==> config.mk <==
export PLATFORM = sky130hd
export DESIGN_NAME = recorder_frame_deframer
export DESIGN_NICKNAME = d
export VERILOG_FILES = /design/src/rfd_pkg.sv /design/src/recorder_frame_deframer.sv
export VERILOG_INCLUDE_DIRS = /design/src /design/src/src
export SDC_FILE = /design/constraint.sdc
export NUM_CORES = 1
export LEC_CHECK = 0
export BUFFER_PORTS_ARGS = -buffer_cell sky130_fd_sc_hd__buf_2
export CORE_ASPECT_RATIO = 1.75
export CORE_UTILIZATION = 55
export CTS_BUF_LIST = sky130_fd_sc_hd__clkbuf_4 sky130_fd_sc_hd__clkbuf_8
export CTS_CLUSTER_SIZE = 20
export DETAILED_ROUTE_END_ITERATION = 8
export GPL_ROUTABILITY_DRIVEN = 0
export HOLD_SLACK_MARGIN = 0.05
export PLACE_DENSITY = 0.75
export SLEW_MARGIN = 20
export SYNTH_ARGS = -nofsm -noshare
export SYNTH_HDL_FRONTEND = slang
export SYNTH_SLANG_ARGS = --single-unit
==> constraint.sdc <==
create_clock -name clk -period 8.3 [get_ports clk]
set_input_delay 0.415 -clock clk [delete_from_list [all_inputs] [get_ports clk]]
set_output_delay 0.415 -clock clk [all_outputs]
set_load 0.02 [all_outputs]
==> src/recorder_frame_deframer_assert.svh <==
// Assertion macros for the recorder frame deframer.
// Needs clk and rst_n in the scope of each use.
`ifndef RECORDER_FRAME_DEFRAMER_ASSERT_SVH
`define RECORDER_FRAME_DEFRAMER_ASSERT_SVH

// Property checked at every clock edge outside reset.
`define RFD_ASSERT_ALWAYS(lbl, prop, msg) \
    lbl: assert property (@(posedge clk) disable iff (!rst_n) (prop)) else $error(msg);

// Antecedent in one cycle implies consequent in the next.
`define RFD_ASSERT_NEXT(lbl, ante, cons, msg) \
    lbl: assert property (@(posedge clk) disable iff (!rst_n) (ante) |=> (cons)) \
        else $error(msg);

`endif

==> src/rfd_pkg.sv <==
`timescale 1ns / 1ps
// Shared types and constants of the recorder frame deframer.
// No dependencies.
package rfd_pkg;

    localparam int WIN_BYTES_DEF = 24;

    // header marker characters
    localparam logic [7:0] CH_D    = 8'h64;  // 'd'
    localparam logic [7:0] CH_C    = 8'h63;  // 'c'
    localparam logic [7:0] CH_H    = 8'h48;  // 'H'
    localparam logic [7:0] CH_2    = 8'h32;  // '2'
    localparam logic [7:0] CH_3    = 8'h33;  // '3'
    localparam logic [7:0] CH_W    = 8'h77;  // 'w'
    localparam logic [7:0] CH_B    = 8'h62;  // 'b'
    localparam logic [7:0] CH_ZERO = 8'h30;  // '0'
    localparam logic [7:0] CH_ONE  = 8'h31;  // '1'

    localparam logic [16:0] VID_HDR_BASE = 17'd24;
    localparam logic [16:0] AUD_HDR_LEN  = 17'd8;
    localparam logic [32:0] PAD_ADD      = 33'd7;
    localparam logic [32:0] PAD_MASK     = ~33'd7;

    localparam logic REQ_BYTE  = 1'b0;
    localparam logic REQ_DRAIN = 1'b1;

    localparam logic KIND_HDR     = 1'b0;
    localparam logic KIND_PAYLOAD = 1'b1;

    localparam logic [2:0] FT_I     = 3'd1;
    localparam logic [2:0] FT_P     = 3'd2;
    localparam logic [2:0] FT_OTHER = 3'd3;
    localparam logic [2:0] FT_AUDIO = 3'd4;

    typedef struct packed {
        logic        kind;
        logic [2:0]  media_type;
        logic [63:0] media_time;
        logic [32:0] payload_length;
        logic [7:0]  payload_byte;
        logic        frame_last;
        logic        run_last;
    } res_t;

endpackage

==> src/recorder_frame_deframer.sv <==
`timescale 1ns / 1ps
// Recorder frame deframer: top level, one module.
// Uses rfd_pkg and the assertion macros of recorder_frame_deframer_assert.svh.
//
// Usage
//   Input channel (in_valid/in_stall): req_type 0 carries one stream byte in
//   data_byte, req_type 1 drains the window at end of stream.
//   Output channel (out_valid/out_stall): one item per header found
//   (kind 0) and per payload byte (kind 1); run_last marks the last item
//   caused by one input item.
//   Byte items: one accepted per cycle while in_stall is low; each gives at
//   most one result, which is registered in the output register or the skid
//   entry. The leaving byte and the full window are classified in the cycle
//   the 24th byte arrives. Drain items: the held bytes (up to 23) leave one
//   per cycle while the skid entry is empty; in_stall is high meanwhile.
//   Results sit in an output register backed by one skid entry, so input
//   keeps flowing while a single result waits; a second waiting result
//   raises in_stall until the receiver takes one.
//   Reset empties the window and the output buffer and returns to search.
`include "recorder_frame_deframer_assert.svh"

module recorder_frame_deframer #(
    parameter int WINDOW_BYTES = rfd_pkg::WIN_BYTES_DEF
) (
    input  logic        clk,
    input  logic        rst_n,
    input  logic        in_valid,
    output logic        in_stall,
    input  logic        req_type,
    input  logic [7:0]  data_byte,
    output logic        out_valid,
    input  logic        out_stall,
    output logic        kind,
    output logic [2:0]  media_type,
    output logic [63:0] media_time,
    output logic [32:0] payload_length,
    output logic [7:0]  payload_byte,
    output logic        frame_last,
    output logic        run_last
);
    import rfd_pkg::*;

    localparam int IDX_W = $clog2(WINDOW_BYTES);
    localparam logic [IDX_W-1:0] LAST_IDX = IDX_W'(WINDOW_BYTES - 1);

    // window storage and frame tracking state
    logic [7:0]       win_reg  [WINDOW_BYTES];
    logic [7:0]       win_next [WINDOW_BYTES];
    logic [7:0]       hw       [WINDOW_BYTES];  // window as seen with the new byte on top
    logic [IDX_W-1:0] fill_reg, fill_next;
    logic             drain_reg, drain_next;
    logic             in_frame_reg, in_frame_next;
    logic [32:0]      pos_reg, pos_next;
    logic [32:0]      total_reg, total_next;
    logic [32:0]      plen_reg, plen_next;
    logic [16:0]      hl_reg, hl_next;
    logic [2:0]       type_reg, type_next;
    logic [63:0]      time_reg, time_next;

    // output buffer
    res_t out_reg, skid_reg, res;
    logic out_valid_reg, skid_valid_reg, res_valid;

    logic acc, byte_acc, drain_acc, byte_pop, drain_pop;
    logic is_video, is_audio, hdr_hit;
    logic [31:0] raw_len;
    logic [32:0] pad_len, hdr_total;
    logic [16:0] hdr_hl;
    logic [63:0] hdr_time;
    logic [2:0]  hdr_type;
    logic        last_pos, more;
    logic [33:0] q_pos, tot_m1, q_min;

    assign in_stall  = drain_reg || skid_valid_reg;
    assign acc       = in_valid && !in_stall;
    assign byte_acc  = acc && (req_type == REQ_BYTE);
    assign drain_acc = acc && (req_type == REQ_DRAIN);
    assign byte_pop  = byte_acc && (fill_reg == LAST_IDX);
    assign drain_pop = drain_reg && !skid_valid_reg;

    always_comb
    begin
        for (int i = 0; i < WINDOW_BYTES - 1; i++)
        begin
            hw[i] = win_reg[i];
        end
        hw[WINDOW_BYTES-1] = data_byte;
    end

    // header decode on the full window; fixed byte offsets of the format
    always_comb
    begin
        is_video = (hw[2] == CH_D) && (hw[3] == CH_C) && (hw[4] == CH_H) && (hw[5] == CH_2);
        is_audio = (hw[1] == CH_3) && (hw[2] == CH_W) && (hw[3] == CH_B);
        hdr_hit  = is_video || is_audio;
        if (is_video)
        begin
            raw_len = {hw[11], hw[10], hw[9], hw[8]};
            hdr_hl  = {1'b0, hw[13], hw[12]} + VID_HDR_BASE;
            for (int k = 0; k < 8; k++)
            begin
                hdr_time[8*k +: 8] = hw[16 + k];
            end
            if (hw[1] == CH_ZERO)
                hdr_type = FT_I;
            else if (hw[1] == CH_ONE)
                hdr_type = FT_P;
            else
                hdr_type = FT_OTHER;
        end
        else
        begin
            raw_len  = {16'd0, hw[7], hw[6]};
            hdr_hl   = AUD_HDR_LEN;
            hdr_time = time_reg;
            hdr_type = FT_AUDIO;
        end
        pad_len   = ({1'b0, raw_len} + PAD_ADD) & PAD_MASK;
        hdr_total = pad_len + {16'd0, hdr_hl};
    end

    // in-frame bookkeeping; "more" tells whether a later drain pop still
    // yields a payload byte, which decides run_last on a drain
    always_comb
    begin
        last_pos = ({1'b0, pos_reg} + 34'd1) >= {1'b0, total_reg};
        q_pos    = {1'b0, pos_reg} + 34'(fill_reg) - 34'd1;
        tot_m1   = {1'b0, total_reg} - 34'd1;
        q_min    = (q_pos < tot_m1) ? q_pos : tot_m1;
        more     = !last_pos && (fill_reg > IDX_W'(1)) && (q_min >= 34'(hl_reg));
    end

    always_comb
    begin
        win_next      = win_reg;
        fill_next     = fill_reg;
        drain_next    = drain_reg;
        in_frame_next = in_frame_reg;
        pos_next      = pos_reg;
        total_next    = total_reg;
        plen_next     = plen_reg;
        hl_next       = hl_reg;
        type_next     = type_reg;
        time_next     = time_reg;
        res_valid     = 1'b0;
        res           = '0;

        if (byte_acc && !byte_pop)
        begin
            win_next[fill_reg] = data_byte;
            fill_next          = fill_reg + IDX_W'(1);
        end
        if (drain_acc && (fill_reg != '0))
            drain_next = 1'b1;

        if (byte_pop || drain_pop)
        begin
            // shift the window down by one
            for (int i = 0; i < WINDOW_BYTES - 1; i++)
            begin
                win_next[i] = byte_pop ? hw[i+1] : win_reg[i+1];
            end
            win_next[WINDOW_BYTES-1] = 8'd0;
            if (drain_pop)
            begin
                fill_next = fill_reg - IDX_W'(1);
                if (fill_reg == IDX_W'(1))
                    drain_next = 1'b0;
            end

            if (!in_frame_reg)
            begin
                // header search only with a full window
                if (byte_pop && hdr_hit)
                begin
                    in_frame_next      = 1'b1;
                    pos_next           = 33'd1;
                    total_next         = hdr_total;
                    plen_next          = pad_len;
                    hl_next            = hdr_hl;
                    type_next          = hdr_type;
                    time_next          = hdr_time;
                    res_valid          = 1'b1;
                    res.kind           = KIND_HDR;
                    res.media_type     = hdr_type;
                    res.media_time     = hdr_time;
                    res.payload_length = pad_len;
                    res.payload_byte   = 8'd0;
                    res.frame_last     = (pad_len == 33'd0);
                    res.run_last       = 1'b1;
                end
            end
            else
            begin
                res_valid          = (pos_reg >= {16'd0, hl_reg});
                res.kind           = KIND_PAYLOAD;
                res.media_type     = type_reg;
                res.media_time     = time_reg;
                res.payload_length = plen_reg;
                res.payload_byte   = win_reg[0];
                res.frame_last     = last_pos;
                res.run_last       = byte_pop ? 1'b1 : !more;
                if (last_pos)
                begin
                    in_frame_next = 1'b0;
                    pos_next      = 33'd0;
                end
                else
                begin
                    pos_next = pos_reg + 33'd1;
                end
            end
        end
    end

    always_ff @(posedge clk or negedge rst_n)
    begin
        if (!rst_n)
        begin
            fill_reg     <= '0;
            drain_reg    <= 1'b0;
            in_frame_reg <= 1'b0;
            pos_reg      <= '0;
            total_reg    <= '0;
            plen_reg     <= '0;
            hl_reg       <= '0;
            type_reg     <= '0;
            time_reg     <= '0;
        end
        else
        begin
            fill_reg     <= fill_next;
            drain_reg    <= drain_next;
            in_frame_reg <= in_frame_next;
            pos_reg      <= pos_next;
            total_reg    <= total_next;
            plen_reg     <= plen_next;
            hl_reg       <= hl_next;
            type_reg     <= type_next;
            time_reg     <= time_next;
        end
    end

    // window bytes are only read once written
    always_ff @(posedge clk)
    begin
        win_reg <= win_next;
    end

    // output register plus one skid entry
    always_ff @(posedge clk or negedge rst_n)
    begin
        if (!rst_n)
        begin
            out_valid_reg  <= 1'b0;
            skid_valid_reg <= 1'b0;
        end
        else if (!out_valid_reg || !out_stall)
        begin
            if (skid_valid_reg)
            begin
                out_valid_reg  <= 1'b1;
                skid_valid_reg <= 1'b0;
            end
            else
            begin
                out_valid_reg <= res_valid;
            end
        end
        else if (res_valid)
        begin
            skid_valid_reg <= 1'b1;
        end
    end

    always_ff @(posedge clk)
    begin
        if (!out_valid_reg || !out_stall)
        begin
            if (skid_valid_reg)
                out_reg <= skid_reg;
            else if (res_valid)
                out_reg <= res;
        end
        else if (res_valid)
        begin
            skid_reg <= res;
        end
    end

    assign out_valid      = out_valid_reg;
    assign kind           = out_reg.kind;
    assign media_type     = out_reg.media_type;
    assign media_time     = out_reg.media_time;
    assign payload_length = out_reg.payload_length;
    assign payload_byte   = out_reg.payload_byte;
    assign frame_last     = out_reg.frame_last;
    assign run_last       = out_reg.run_last;

    // no new pop may start while a result sits in the skid entry
    `RFD_ASSERT_ALWAYS(a_skid_implies_out, !skid_valid_reg || out_valid_reg, "skid without head")
    `RFD_ASSERT_ALWAYS(a_drain_nonempty, !drain_reg || (fill_reg != '0), "drain on empty window")
    `RFD_ASSERT_ALWAYS(a_fill_bound, fill_reg <= LAST_IDX, "window fill overrun")
    `RFD_ASSERT_NEXT(a_drain_start, drain_acc && (fill_reg != '0), drain_reg, "drain not started")

endmodule
==> run summary, run 1 <==
Finished Layout Cells: 4073
Switching share of power: 33.6%
Power Total: 0.00896 W
PortBufs: 122
PD cells: 249 mW/mm^2
Final wirelength: 99500 um
HP Class: in -> async
Critical path buffers and inverters: 3
Rel. slew slack: 27.2%
Max FFs per register: 184
CORE AREA: 0.0586 sq mm
Area leader, netlist: edfxtp_1
Critical R2R Capture: run_last
Area growth from synthesis to layout: 10.1%
Worst-path clk slew: 80 ps
Worst Setup SP: fill_reg[2]
Die Ht: 325 um
Final Hold Viols: 0
First-pass GRT wire length: 153000 um
DR vias/cell: 6.35
DR WL/cell: 24.4 um
Setup Skew: 45.0 ps
Yosys Warn Count: 0
Worst path required time: 8910 ps
Combinational group share of total power: 24.7%
Die boundary width: 186 um
TritonCTS Buffers: 85
Post-cts sizing count: 0
Max stage delay on crit path: 520 ps
Crit-path slowest cell: dfrtp_1
Clock sinks: 594
Setup TNS: 0 ps
DP Worst Slack: 620 ps
CP Max Fanout: 12
Register area share after synthesis: 51.4%
Final worst setup slack: 540 ps
Critical R2R Launch: fill_reg[2]
Number of top-level pins: 126
Hpwl dp: 69300 um
Worst Setup End Kind: register
Maximum VDD drop: 0.221 mV
Die ar.: 0.0605 sq mm
Arr. time, crit path: 8370 ps
Sequential share of power: 47.4%
Drt drc: 0
Clock latency on the worst-skew pair: 760 ps
CP Launch Type: register
CTS root buf: clkbuf_8
Max Slew Vio Count: 0
Unrepaired setup endpoints after global routing: no
Clock Path Buffers: 3
H-tree Lvls: 3
Pint: 0.00595 W
Syn Area/Cell: 10.5 sq um
Share of layout cells above drive strength 1: 12.1%
Global-route usage over all layers: 33.2%
Reg2reg setup slack: 540 ps
Tmin final: 7760 ps
Cells after synthesis: 3123
Detailed-router iteration count before antenna repair: 8
Max Cap Violations: 0
Least-Margin Pin Slew: 1080 ps
Iteration-0 DRC Markers: 2365
TritonCTS clock tree: yes
GR Overflow Total: 0
Placed cell count: 3900
Number of flops mapped to enable cells by yosys: 400
Vias in the first global route: 26600
Initial antenna violation count: 2
Post-synth ARST share: 31.3%
Top_reg_cell synth: edfxtp_1
Part of the power in the clock network: 27.9%
Mapped cell area: 0.0327 sq mm
Final setup fails: 0
Crit share post-route: 93.5%
Cell family with most CP delay: compound AO/OA/AOI/OAI gates
Leakage: 16.3 nW
Final nets: 3446
Switch Pwr: 0.00301 W
Vias: 25900
Row cnt: 117
FF-to-FF path depth: 32
Commonest cells post-synth: 592 x nand2_1, 400 x edfxtp_1, 206 x ha_1
Pin count of the biggest net entering global routing: 108
Post-synth cell types: 97
Detail Route Antenna Nets: 0
Status: complete, no violations
Yosys top cell area share: 36.7%
Flops & latches, synth: 594
Synth top area cells: edfxtp_1 37%, dfrtp_1 14%, ha_1 7.9%, nand2_1 6.8%, a22o_1 4.8%
Fmax: 129 MHz
Initial core utilization: 55.9%
Most common cell in the netlist: nand2_1
Critical path type: reg -> reg
## layout make-up
type	count	area (sq um)
Clock buffer	128	1620
Tap cell	773	967
Fill cell	4735	22500
Antenna cell	2	5.00
Sequential cell	594	16800
Inverter	151	567
Multi-Input combinational cell	2231	14800
Timing Repair Buffer	162	946
Clock inverter	32	238
## placed cells by master (no fill, tap or decap), types with 10 or more instances in the layout
cell type / instances
buf_2: 121
nand2_1: 591
clkbuf_8: 106
buf_4: 34
o31ai_1: 15
xnor2_1: 108
or2_2: 11
a21o_1: 106
and2_1: 19
nand3_1: 53
clkinv_1: 17
nor3_1: 44
nor2_1: 122
clkbuf_4: 23
o21ai_0: 119
nand4_1: 41
and3_1: 36
or4_1: 12
inv_1: 149
mux2i_1: 24
a21oi_1: 178
nor4_1: 29
nor2b_1: 22
xor2_1: 39
ha_1: 206
dfrtp_1: 185
and4_1: 10
o21a_1: 14
a211oi_1: 12
a22o_1: 181
nand2b_1: 34
mux2_2: 39
edfxtp_1: 400
## power by group through the flow
stage / Clock (W) / Combinational (W) / Sequential, W
after detailed placement: 0 / 0.00209 / 0.00427
after CTS: 0.00253 / 0.00211 / 0.00422
after global routing: 0.00265 / 0.00236 / 0.00427
after floorplan: 0 / 0.00154 / 0.00403
final: 0.00250 / 0.00221 / 0.00425
after global placement: 0 / 0.00199 / 0.00426
## through the flow
step	cell area, sq um	hold slack (ps)	util [%]
detailed placement	34000	444	58.1
CTS	35900	57.4	61.4
global placement	34000	442	58.1
finish	36000	237	61.5
floorplan	32700	119	-
global route	36000	247	61.5
## routing by layer
metal,part of all wire [%],track usage [%],up-vias
met5,0.013,0,-
met4,9.4,28.8,2
met3,7.9,8.79,483
met2,49,56.0,1355
met1,33,33.9,12500
li1,-,-,11500
## what timing repair did
action,CTS,global route
endpoints found under the hold margin,65,1
hold buffers,3,1
buffers inserted,0,7
endpoints found under the setup margin,0,2
## logic make-up (layout without fill, tap and decap cells)
| family | count (synthesis) | after routing | synth area share (%) |
|---|---|---|---|
| XOR/XNOR | 147 | 147 | 3.93 |
| AND/OR/NAND/NOR | 1082 | 1082 | 15.6 |
| AO/OA/AOI/OAI | 728 | 728 | 15.3 |
| flip-flops | 594 | 594 | 51.4 |
| buffers and inverters | 300 | 473 | 3.60 |
| other | 1 | 5 | 0.0115 |
| multiplexers | 63 | 63 | 2.08 |
| adder cells (fa/ha/maj) | 208 | 208 | 8.00 |
## how the worst max path moves through the flow
| stage | slack [ps] | depth (start not counted) | endpoint |
|---|---|---|---|
| 2_1_floorplan | 150 | 9 | frame_last |
| 3_3_place_gp | 960 | 30 | run_last |
| 3_5_place_dp | 620 | 31 | run_last |
| 4_1_cts | 540 | 30 | run_last |
| 5_1_grt | 290 | 31 | run_last |
| 6_report | 540 | 32 | run_last |
Note: power is estimated with default switching activity, not from simulation.
==> run 2, diff against run 1 <==
--- a/config.mk
+++ b/config.mk
@@ -7,14 +7,14 @@
 export NUM_CORES = 1
 export LEC_CHECK = 0
 export BUFFER_PORTS_ARGS = -buffer_cell sky130_fd_sc_hd__buf_2
-export CORE_ASPECT_RATIO = 1.75
-export CORE_UTILIZATION = 55
+export CORE_ASPECT_RATIO = 1.2
+export CORE_UTILIZATION = 50
 export CTS_BUF_LIST = sky130_fd_sc_hd__clkbuf_4 sky130_fd_sc_hd__clkbuf_8
 export CTS_CLUSTER_SIZE = 20
 export DETAILED_ROUTE_END_ITERATION = 8
 export GPL_ROUTABILITY_DRIVEN = 0
 export HOLD_SLACK_MARGIN = 0.05
-export PLACE_DENSITY = 0.75
+export PLACE_DENSITY = 0.69
 export SLEW_MARGIN = 20
 export SYNTH_ARGS = -nofsm -noshare
 export SYNTH_HDL_FRONTEND = slang
==> run summary, run 2 (same netlist as run 1, synthesis figures left out) <==
Vias in the first global route: 25300
Area growth from synthesis to layout: 11.2%
Die ar.: 0.0665 sq mm
Clock sinks: 594
Unrepaired setup endpoints after global routing: no
Worst Setup End Kind: register
Global-route usage over all layers: 27.9%
Worst path required time: 8890 ps
Iteration-0 DRC Markers: 2387
Leading cell type in the layout, fill and taps excluded: nand2_1
CORE AREA: 0.0646 sq mm
Rel. slew slack: 22.3%
GR Overflow Total: 0
Max stage delay on crit path: 550 ps
Final nets: 3449
Clock Path Buffers: 3
Hold Path Stages: 3
Critical R2R Capture: run_last
Setup TNS: 0 ps
Placed cell count: 3958
CP Max Fanout: 15
Critical path type: reg -> reg
Status: complete, no violations
TritonCTS clock tree: yes
Clock latency on the worst-skew pair: 730 ps
Worst-path clk slew: 70 ps
First-pass GRT wire length: 144000 um
Max Slew Vio Count: 0
Final wirelength: 93100 um
Hpwl dp: 66200 um
CTS root buf: clkbuf_8
Max FFs per register: 184
HP Class: in -> reg
Detail Route Antenna Nets: 0
Arr. time, crit path: 8350 ps
Critical R2R Launch: fill_reg[2]
Power Total: 0.00921 W
Max Cap Violations: 0
DR vias/cell: 6.11
Drt drc: 0
Die boundary width: 236 um
Initial core utilization: 50.7%
Post-cts sizing count: 0
Pin count of the biggest net entering global routing: 106
Setup Skew: 32.5 ps
Tmin final: 7760 ps
Reg2reg setup slack: 540 ps
Row cnt: 102
Setup Buffers After CTS: 0
Die Ht: 282 um
Share of layout cells above drive strength 1: 12.8%
Worst Hold Path EP: drain_reg
Fmax: 129 MHz
Number of hold buffers added after CTS: 2
FF-to-FF path depth: 31
Initial antenna violation count: 4
Least-Margin Pin Slew: 1170 ps
CP Launch Type: register
Detailed-router iteration count before antenna repair: 8
H-tree Lvls: 3
Number of top-level pins: 126
Crit-path slowest cell: dfrtp_1
Finished Layout Cells: 4149
Crit share post-route: 93.5%
Final setup fails: 0
Most frequent cells in the layout: 591 x nand2_1, 400 x edfxtp_1, 206 x ha_1, 185 x dfrtp_1, 181 x a22o_1
PortBufs: 122
PD cells: 253 mW/mm^2
Final Hold Viols: 0
Maximum VDD drop: 0.182 mV
Worst min-delay path startpoint: in_valid
TritonCTS Buffers: 98
Leakage: 16.5 nW
DR WL/cell: 22.4 um
Vias: 25400
## run 2: per-stage QoR
stage | area (sq um) | utilization, % | setup WS [ps] | hold slack [ps]
6_report | 36400 | 56.3 | 539 | 122
5_1_grt | 36400 | 56.3 | 79.9 | 135
4_1_cts | 36400 | 56.3 | 722 | 80.9
3_5_place_dp | 34100 | 52.8 | 782 | 447
3_3_place_gp | 34100 | 52.8 | 1120 | 442
2_1_floorplan | 32700 | - | 152 | 119
## run 2: per-layer routing
layer	share of wire, %	vias up	routed length (um)	GRT usage, %
li1	-	11500	-	-
met4	5.7	2	5340	16.3
met2	49	1110	45300	47.6
met3	6.7	281	6250	5.07
met5	0.015	-	14	0
met1	39	12500	36200	33.2
## run 2: cell type report
cell class	instances	area, sq um
sequential	594	16800
inverter	151	567
timing repair buffer	152	875
clock inverter	43	464
fill	5410	28200
clock buffer	143	1770
multi-input combinational	2231	14800
tap	832	1040
antenna	3	7.51
## run 2: how the worst max path moves through the flow
stage	from	endpoint	slack, ps	cells after the start
after global placement	fill_reg[2]	run_last	1120	31
final	fill_reg[2]	run_last	540	31
after global routing	fill_reg[2]	run_last	80	32
after detailed placement	fill_reg[2]	run_last	780	31
after CTS	fill_reg[2]	run_last	720	31
after floorplan	skid_valid_reg	frame_last	150	9
## run 2: report_power, final
group	internal [W]	switching [W]	total, W
Combinational	0.000885	0.00123	0.00212
Clock	0.00160	0.00128	0.00288
Sequential	0.00376	0.000447	0.00421
## run 2: critical path: cells and delay by family, from the launching register on
kind / cells / cell delay [ps]
buffers and inverters: 4 / 810
xor gates and xnor gates: 1 / 150
AOI/OAI and AO/OA: 15 / 3330
and+or+nand+nor: 6 / 1220
adders and majority gates: 4 / 1360
DFF: 1 / 550
muxes: 1 / 220
